--- src/rtl/gps_delta_varint_encoder_core_defines.svh ---
// Assertion macros used by the encoder serializer.
// Expects i_clk and i_rst_n in the scope where a macro is used.
`ifndef GPS_DELTA_VARINT_ENCODER_CORE_DEFINES_SVH
`define GPS_DELTA_VARINT_ENCODER_CORE_DEFINES_SVH

// Same-cycle implication, disabled while reset is held
`define GDVE_ASSERT_NOW(label, ante, cons) \
    label: assert property (@(posedge i_clk) disable iff (!i_rst_n) (ante) |-> (cons)) \
        else $error("gdve assertion failed");

// Next-cycle implication, disabled while reset is held
`define GDVE_ASSERT_NEXT(label, ante, cons) \
    label: assert property (@(posedge i_clk) disable iff (!i_rst_n) (ante) |=> (cons)) \
        else $error("gdve assertion failed");

`endif

--- src/rtl/gdve_pkg.sv ---
// Types and constants for the GPS delta/zigzag/varint encoder.
// No dependencies.
package gdve_pkg;

    localparam int unsigned NUM_LANES  = 4;
    localparam int unsigned LANE_BYTES = 5;

    localparam logic [7:0] FULL_HEADER = 8'hFF;
    localparam logic [2:0] FULL_WORD_LEN = 3'd4;

    // bytes of one field, as emitted, and how many of them are used
    typedef struct packed {
        logic [LANE_BYTES-1:0][7:0] bytes;
        logic [2:0]                 len;
    } t_lane_res;

    // one encoded block waiting to be sent; lane 3 is the timestamp
    typedef struct packed {
        logic                           full;
        t_lane_res [NUM_LANES-1:0]      lane;
    } t_block;

endpackage

--- src/rtl/gps_delta_varint_encoder_core.sv ---
// Top level of the GPS track point encoder: state, four field lanes, block
// register and byte serializer. Depends on gdve_pkg, gdve_lane, gdve_serializer.
//
//  channel | direction | handshake                  | payload
//  --------+-----------+----------------------------+------------------------------------
//  in      | input     | i_in_valid / o_in_stall    | mode, timestamp, lat, lon, alt
//  out     | output    | o_out_valid / i_out_stall  | out_byte, last_byte, full_block
//  cfg     | input     | i_cfg_wr_en                | i_cfg_wr_data (block interval)
//
// A block has 17 bytes when full and 1 to 21 bytes as a delta block; the serializer
// emits one byte a cycle while the output is not stalled.
// A point's first byte passes the block register, the serializer's current block and
// the output register; the next point is taken into the block register while the
// current block drains. A clear word (mode 1) emits nothing.
// Reset is synchronous, active low; output stalls back up through the block register.
module gps_delta_varint_encoder_core
    import gdve_pkg::*;
(
    input  logic               i_clk,
    input  logic               i_rst_n,
    input  logic               i_in_valid,
    output logic               o_in_stall,
    input  logic               i_mode,
    input  logic        [31:0] i_timestamp,
    input  logic signed [31:0] i_latitude,
    input  logic signed [31:0] i_longitude,
    input  logic signed [31:0] i_altitude,
    output logic               o_out_valid,
    input  logic               i_out_stall,
    output logic        [7:0]  o_out_byte,
    output logic               o_last_byte,
    output logic               o_full_block,
    input  logic               i_cfg_wr_en,
    input  logic        [15:0] i_cfg_wr_data
);

    logic [15:0] r_interval;
    logic [31:0] r_prev_ts;
    logic [31:0] r_prev_lat;
    logic [31:0] r_prev_lon;
    logic [31:0] r_prev_alt;
    logic [15:0] r_deltas;
    logic        r_first;
    logic        r_desc_valid;
    t_block      r_desc;

    logic [15:0] interval_m1;
    logic        is_full;
    logic        in_take;
    logic        desc_take;
    t_block      n_desc;

    // configuration register
    always_ff @(posedge i_clk) begin
        if (!i_rst_n) begin
            r_interval <= 16'd1;
        end else if (i_cfg_wr_en) begin
            r_interval <= i_cfg_wr_data;
        end
    end

    // full block decision; an interval of zero acts as one
    assign interval_m1 = (r_interval == 16'd0) ? 16'd0 : r_interval - 16'd1;
    assign is_full     = r_first || (interval_m1 == 16'd0) || (r_deltas >= interval_m1);

    // field lanes
    gdve_lane u_lane_ts  (.i_full(is_full), .i_value(i_timestamp),
                          .i_prev(r_prev_ts),  .o_res(n_desc.lane[3]));
    gdve_lane u_lane_lat (.i_full(is_full), .i_value(i_latitude),
                          .i_prev(r_prev_lat), .o_res(n_desc.lane[2]));
    gdve_lane u_lane_lon (.i_full(is_full), .i_value(i_longitude),
                          .i_prev(r_prev_lon), .o_res(n_desc.lane[1]));
    gdve_lane u_lane_alt (.i_full(is_full), .i_value(i_altitude),
                          .i_prev(r_prev_alt), .o_res(n_desc.lane[0]));
    assign n_desc.full = is_full;

    assign o_in_stall = r_desc_valid && !desc_take;
    assign in_take    = i_in_valid && !o_in_stall;

    // encoder state: update on every accepted word
    always_ff @(posedge i_clk) begin
        if (!i_rst_n) begin
            r_prev_ts  <= 32'd0;
            r_prev_lat <= 32'd0;
            r_prev_lon <= 32'd0;
            r_prev_alt <= 32'd0;
            r_deltas   <= 16'd0;
            r_first    <= 1'b1;
        end else if (in_take) begin
            if (i_mode) begin
                r_prev_ts  <= 32'd0;
                r_prev_lat <= 32'd0;
                r_prev_lon <= 32'd0;
                r_prev_alt <= 32'd0;
                r_deltas   <= 16'd0;
                r_first    <= 1'b1;
            end else begin
                r_prev_ts  <= i_timestamp;
                r_prev_lat <= i_latitude;
                r_prev_lon <= i_longitude;
                r_prev_alt <= i_altitude;
                r_deltas   <= is_full ? 16'd0 : r_deltas + 16'd1;
                r_first    <= 1'b0;
            end
        end
    end

    // block register between lanes and serializer
    always_ff @(posedge i_clk) begin
        if (!i_rst_n) begin
            r_desc_valid <= 1'b0;
        end else begin
            if (desc_take) begin
                r_desc_valid <= 1'b0;
            end
            if (in_take && !i_mode) begin
                r_desc_valid <= 1'b1;
            end
        end
    end

    always_ff @(posedge i_clk) begin
        if (in_take && !i_mode) begin
            r_desc <= n_desc;
        end
    end

    gdve_serializer u_ser (
        .i_clk        (i_clk),
        .i_rst_n      (i_rst_n),
        .i_desc_valid (r_desc_valid),
        .i_desc       (r_desc),
        .o_desc_take  (desc_take),
        .o_out_valid  (o_out_valid),
        .i_out_stall  (i_out_stall),
        .o_out_byte   (o_out_byte),
        .o_last_byte  (o_last_byte),
        .o_full_block (o_full_block)
    );

endmodule

--- src/rtl/gdve_lane.sv ---
// One field lane: full-block word bytes or wrapped delta as zigzag varint.
// Depends on gdve_pkg.
module gdve_lane
    import gdve_pkg::*;
(
    input  logic        i_full,
    input  logic [31:0] i_value,
    input  logic [31:0] i_prev,
    output t_lane_res   o_res
);

    logic [31:0] delta;
    logic [31:0] zz;
    logic [2:0]  n_groups;

    // wrapped delta and zigzag
    assign delta = i_value - i_prev;
    assign zz    = {delta[30:0], 1'b0} ^ {32{delta[31]}};

    // count 7-bit groups up to the highest nonzero one
    assign n_groups = 3'd1 + {2'b0, |zz[31:7]} + {2'b0, |zz[31:14]}
                    + {2'b0, |zz[31:21]} + {2'b0, |zz[31:28]};

    // select byte layout for the block kind
    always_comb begin
        if (i_full) begin
            for (int j = 0; j < 4; j++) begin
                o_res.bytes[j] = i_value[8*j +: 8];
            end
            o_res.bytes[4] = 8'h00;
            o_res.len      = FULL_WORD_LEN;
        end else begin
            for (int j = 0; j < 4; j++) begin
                o_res.bytes[j] = {(3'(j + 1) < n_groups), zz[7*j +: 7]};
            end
            o_res.bytes[4] = {4'b0, zz[31:28]};
            o_res.len      = (delta == 32'd0) ? 3'd0 : n_groups;
        end
    end

endmodule

--- src/rtl/gdve_serializer.sv ---
// Merge stage: walks header and four lanes of a block into a registered output,
// one byte a cycle unless stalled. Depends on gdve_pkg and the defines header.
`include "gps_delta_varint_encoder_core_defines.svh"
module gdve_serializer
    import gdve_pkg::*;
(
    input  logic       i_clk,
    input  logic       i_rst_n,
    input  logic       i_desc_valid,
    input  t_block     i_desc,
    output logic       o_desc_take,
    output logic       o_out_valid,
    input  logic       i_out_stall,
    output logic [7:0] o_out_byte,
    output logic       o_last_byte,
    output logic       o_full_block
);

    logic       r_busy;
    logic       r_in_hdr;
    logic [1:0] r_lane;
    logic [2:0] r_idx;
    t_block     r_cur;
    logic       r_ovalid;
    logic [7:0] r_obyte;
    logic       r_olast;
    logic       r_ofull;

    logic [NUM_LANES-1:0] nonempty;
    logic [7:0] cur_byte;
    logic [2:0] cur_len;
    logic       lane_end;
    logic       emit;
    logic       cur_last;
    logic       nxt_found;
    logic [1:0] nxt_lane;
    logic [2:0] hi_lane;

    // which lanes still carry bytes
    always_comb begin
        for (int i = 0; i < NUM_LANES; i++) begin
            nonempty[i] = (r_cur.lane[i].len != 3'd0);
        end
    end

    assign cur_len  = r_cur.lane[r_lane].len;
    assign lane_end = (r_idx == cur_len - 3'd1);

    // highest nonempty lane below the search start; timestamp lane goes first
    assign hi_lane = r_in_hdr ? 3'(NUM_LANES) : {1'b0, r_lane};
    always_comb begin
        nxt_found = 1'b0;
        nxt_lane  = 2'd0;
        for (int i = 0; i < NUM_LANES; i++) begin
            if (nonempty[i] && (3'(i) < hi_lane)) begin
                nxt_found = 1'b1;
                nxt_lane  = 2'(i);
            end
        end
    end

    // current byte and end of block
    always_comb begin
        if (r_in_hdr) begin
            cur_byte = r_cur.full ? FULL_HEADER : {4'b0, nonempty};
            cur_last = !nxt_found;
        end else begin
            cur_byte = r_cur.lane[r_lane].bytes[r_idx];
            cur_last = lane_end && !nxt_found;
        end
    end

    assign emit        = r_busy && (!r_ovalid || !i_out_stall);
    assign o_desc_take = i_desc_valid && (!r_busy || (emit && cur_last));

    // advance through the block, load the next one when done
    always_ff @(posedge i_clk) begin
        if (!i_rst_n) begin
            r_busy <= 1'b0;
        end else if (o_desc_take) begin
            r_busy   <= 1'b1;
            r_in_hdr <= 1'b1;
            r_lane   <= 2'd0;
            r_idx    <= 3'd0;
            r_cur    <= i_desc;
        end else if (emit) begin
            if (cur_last) begin
                r_busy <= 1'b0;
            end else if (!r_in_hdr && !lane_end) begin
                r_idx <= r_idx + 3'd1;
            end else begin
                r_in_hdr <= 1'b0;
                r_lane   <= nxt_lane;
                r_idx    <= 3'd0;
            end
        end
    end

    // output word register
    always_ff @(posedge i_clk) begin
        if (!i_rst_n) begin
            r_ovalid <= 1'b0;
        end else if (emit) begin
            r_ovalid <= 1'b1;
            r_obyte  <= cur_byte;
            r_olast  <= cur_last;
            r_ofull  <= r_cur.full;
        end else if (!i_out_stall) begin
            r_ovalid <= 1'b0;
        end
    end

    assign o_out_valid  = r_ovalid;
    assign o_out_byte   = r_obyte;
    assign o_last_byte  = r_olast;
    assign o_full_block = r_ofull;

    `GDVE_ASSERT_NOW(a_hdr_idx_zero, r_busy && r_in_hdr, r_idx == 3'd0)
    `GDVE_ASSERT_NOW(a_idx_in_lane, r_busy && !r_in_hdr, r_idx < cur_len)
    `GDVE_ASSERT_NEXT(a_load_starts_hdr, o_desc_take, r_busy && r_in_hdr)
    `GDVE_ASSERT_NOW(a_full_lane_len, r_busy && r_cur.full && !r_in_hdr,
                     cur_len == FULL_WORD_LEN)

endmodule

--- config.mk ---
export PLATFORM = sky130hd
export DESIGN_NAME = gps_delta_varint_encoder_core
export DESIGN_NICKNAME = d
export VERILOG_FILES = /design/src/rtl/gdve_pkg.sv /design/src/rtl/gps_delta_varint_encoder_core.sv /design/src/rtl/gdve_lane.sv /design/src/rtl/gdve_serializer.sv
export VERILOG_INCLUDE_DIRS = /design/src /design/src/rtl
export SDC_FILE = /design/constraint.sdc
export NUM_CORES = 1
export LEC_CHECK = 0
export BUFFER_PORTS_ARGS = -buffer_cell sky130_fd_sc_hd__buf_2
export CORE_MARGIN = 5
export CORE_UTILIZATION = 30
export CTS_CLUSTER_DIAMETER = 50
export DETAILED_ROUTE_END_ITERATION = 10
export HOLD_SLACK_MARGIN = 0.06
export SETUP_SLACK_MARGIN = 0.15
export SYNTH_ARGS = -nofsm -noshare
export SYNTH_HDL_FRONTEND = slang
export SYNTH_SLANG_ARGS = --single-unit
--- constraint.sdc ---
create_clock -name i_clk -period 29.8 [get_ports i_clk]
set_input_delay 5.96 -clock i_clk [delete_from_list [all_inputs] [get_ports i_clk]]
set_output_delay 5.96 -clock i_clk [all_outputs]
set_load 0.03 [all_outputs]
==> metrics.md <==
| Metric | Value |
|---|---|
| GPL Wtd Cong | 0.896 |
| Slew Limit Fails | 0 |
| Max Freq | 77.6 MHz |
| Hold Crit Class | flop to flop |
| Yosys cell types | 98 |
| Clock latency on the worst-skew pair | 620 ps |
| GRT Util Overall | 15.8% |
| Synth-to-Final Area Change | 14.7% |
| Clk_skew | 36.7 ps |
| Crit Path Max Fanout | 5 |
| Final WS setup | 16910 ps |
| Fillers | 10499 |
| Mapped Area | 30800 µm² |
| Routed length per instance | 18.8 µm |
| Crit Path Category | primary input to output port |
| Row count | 117 |
| Outcome | finished clean |
| Worst R2R Setup Slack | 23460 ps |
| DRC | 0 |
| Core ar. | 102000 µm² |
| CP max-delay cell | nand2_1 |
| Ys flop type | edfxtp_1 |
| Clock root cell | clkbuf_16 |
| Mean post-synth cell area | 9.67 µm² |
| Pwr dens | 58.3 nW/µm² |
| Crit Reg-Reg Startpoint | r_prev_alt[8] |
| Max VDD drop | 0.0433 mV |
| Max incr delay on CP | 240 ps |
| Tightest Pin Transition | 1070 ps |
| Setup tns final | 0 ps |
| Place WS | 16910 ps |
| H-tree depth | 3 |
| Mapped Cells | 3187 |
| Vias in the first global route | 23084 |
| Clock Path Buffers | 3 |
| Nets | 3599 |
| Wire length of the first global-routing pass | 136 mm |
| CTS sink cnt | 494 |
| Hold Startpoint | r_desc[154] |
| Yosys warning count | 0 |
| Post-CTS Resized | 0 |
| HPWL after DPL | 66.9 mm |
| Vias | 24254 |
| CTS clk-pin slew, worst paths | 60 ps |
| Post-synth net total | 3505 |
| Start point of the critical path | i_out_stall |
| CP arrival | 6930 ps |
| Asr flop ratio synth | 0% |
| Starting density of the core | 30.2% |
| Crit share post-route | 43.3% |
| Leak | 0.0128 µW |
| EDFF count, synth | 330 |
| Die Wd | 330 µm |
| Layout cell share with drive strength beyond 1 | 12.7% |
| CTS Hold Bufs | 0 |
| CP cell instances | buf_2 -> and2_1 -> o21a_1 -> nand2_1 -> inv_1 -> buf_2 |
| Critical path capture point type | output port |
| Die height | 330 µm |
| Final Hold Viols | 0 |
| TritonCTS Buffers | 75 |
| Most Frequent Cell on Critical Path | buf_2 |
| Post-CTS Setup Bufs | 0 |
| Setup-failing EPs final | 0 |
| Die area | 109000 µm² |
| Max-cap violations | 0 |
| Largest net degree at the start of global routing | 96 |
| RSZ-0062 raised after global routing | no |
| Input/output buffers | 161 |
| Via density | 5.14 |
| Final WL | 88.7 mm |
| Pre-antenna DRT Iters | 5 |
| Initial antenna violation count | 19 |
| Slew margin rel. | 28.6% |
| Iteration-0 DRC Markers | 1922 |
| Crit path time final | 12890 ps |
| # IOs | 162 |
| Remaining Overflow, GRT | 0 |
| Critical path startpoint category | primary input |
| WP data required | 23840 ps |
| Post-synthesis sequential element count | 494 |
| CTS tree | built |
| Register area share after synthesis | 42.8% |
| Final ANT Viol Nets | 0 |
[layout make-up]
| cell class | instances | area (µm²) | area share, % |
|---|---|---|---|
| clock buffer | 85 | 1970 | 5.57 |
| timing repair buffer | 181 | 962 | 2.72 |
| multi-input combinational | 2344 | 16200 | 45.9 |
| sequential | 494 | 13200 | 37.3 |
| inverter | 185 | 699 | 1.98 |
| antenna | 7 | 17.5 | 0.0496 |
| tap | 1368 | 1710 | 4.84 |
| clock inverter | 52 | 566 | 1.60 |
[layer usage]
metal | global-route usage [%] | share of wire, % | vias up
met3 | 2.88 | 5.9 | 123
met4 | 4.31 | 2.1 | 6
met1 | 20.7 | 44 | 11644
met5 | 0 | 0.052 | -
met2 | 27.1 | 48 | 601
li1 | - | - | 11880
[cells by family (layout without fill, tap and decap cells)]
kind of cell / count (synthesis) / in the layout / synth area share [%]
AND/OR/NAND/NOR: 1043 / 1043 / 17.6
AO/OA/AOI/OAI: 833 / 833 / 17.1
flip-flops: 494 / 494 / 42.8
buffers and inverters: 349 / 503 / 4.67
XOR/XNOR: 225 / 225 / 6.40
adder cells (fa/ha/maj): 168 / 168 / 7.07
multiplexers: 75 / 75 / 4.36
other: 0 / 7 / 0
[sequential cells by signal, indices dropped and copies added, names as in the netlist]
register	count
r_prev_lon	32
r_prev_alt	32
r_desc_valid	1
r_interval	16
u_ser.o_out_byte	8
r_prev_lat	32
u_ser.r_cur	157
u_ser.o_full_block	1
u_ser.o_out_valid	1
u_ser.r_busy	1
r_desc	157
u_ser.r_in_hdr	1
r_first	1
u_ser.r_idx	3
u_ser.o_last_byte	1
u_ser.r_lane	2
r_deltas	16
r_prev_ts	32
[metrics by stage]
step | total power [µW] | cell area [µm²] | util [%] | std cells | hold slack [ps]
final | 2060 | 35300 | 34.7 | 4716 | 411
after global routing | 2160 | 35300 | 34.7 | 4712 | 412
after CTS | 2080 | 35300 | 34.7 | 4709 | 405
after detailed placement | 1190 | 32800 | 32.2 | 4572 | 405
after global placement | 1190 | 32800 | 32.2 | 4572 | 400
after floorplan | 1090 | 30800 | - | 3187 | 400
[worst paths after layout]
path | endpoint | depth (start not counted)
max reg2reg | r_desc[18] | 22
max | o_in_stall | 6
min | u_ser.r_cur[154] | 0
min reg2reg | u_ser.r_cur[154] | 0
[synthesized netlist by cell type, drive strengths merged, types with 13 or more instances]
| library cell | instances | area share, % |
|---|---|---|
| a211oi | 29 | 0.72 |
| a21o | 58 | 1.4 |
| a21oi | 275 | 4.6 |
| a22o | 13 | 0.37 |
| a31oi | 14 | 0.28 |
| and2 | 19 | 0.39 |
| and3 | 32 | 0.65 |
| buf | 59 | 1.1 |
| clkbuf | 105 | 1.3 |
| dfxtp | 164 | 11 |
| edfxtp | 330 | 32 |
| ha | 158 | 6.4 |
| inv | 184 | 2.2 |
| mux2i | 25 | 0.81 |
| mux4 | 47 | 3.4 |
| nand2 | 280 | 3.4 |
| nand2b | 19 | 0.39 |
| nand3 | 39 | 0.63 |
| nand4 | 37 | 0.75 |
| nor2 | 268 | 3.3 |
| nor2b | 30 | 0.61 |
| nor3 | 59 | 1.0 |
| nor3b | 137 | 3.3 |
| nor4 | 16 | 0.41 |
| o211ai | 36 | 0.96 |
| o21a | 30 | 0.73 |
| o21ai | 229 | 3.8 |
| o21bai | 18 | 0.44 |
| o31ai | 14 | 0.37 |
| o41ai | 20 | 0.57 |
| or2 | 20 | 0.41 |
| or3 | 19 | 0.40 |
| or4 | 25 | 0.65 |
| xnor2 | 153 | 4.4 |
| xor2 | 72 | 2.0 |
[cells in the final DEF, fill, tap and decap left out, drive strengths merged, types with 10 or more instances in the layout]
| cell | instances |
|---|---|
| nand2 | 280 |
| mux4 | 47 |
| o41ai | 20 |
| nor3 | 59 |
| buf | 181 |
| ha | 158 |
| dfxtp | 164 |
| nand4 | 37 |
| edfxtp | 330 |
| or3 | 19 |
| nor3b | 137 |
| inv | 209 |
| xnor2 | 153 |
| o21a | 30 |
| a21oi | 275 |
| nand2b | 19 |
| xor2 | 72 |
| nor2b | 30 |
| o21bai | 18 |
| nor4 | 16 |
| nand3 | 39 |
| a211oi | 29 |
| a22o | 13 |
| clkbuf | 85 |
| clkinv | 21 |
| o31ai | 14 |
| and2 | 19 |
| nor2 | 268 |
| o211ai | 36 |
| mux2i | 25 |
| o21ai | 229 |
| a21o | 58 |
| fa | 10 |
| and4 | 11 |
| or4 | 25 |
| a31oi | 14 |
| and3 | 32 |
| or2 | 20 |
[power by group]
group,total [µW],internal (µW),switching [µW]
sequential,778,764,13.7
combinational,399,154,245
clock,882,527,356
total,2060,1450,614
[critical path: cells and delay by family]
family	cells	cell delay (ps)
and+or+nand+nor	2	410
AOI/OAI and AO/OA	1	200
buffers and inverters	3	350
Power figures use the tool's default switching activity.
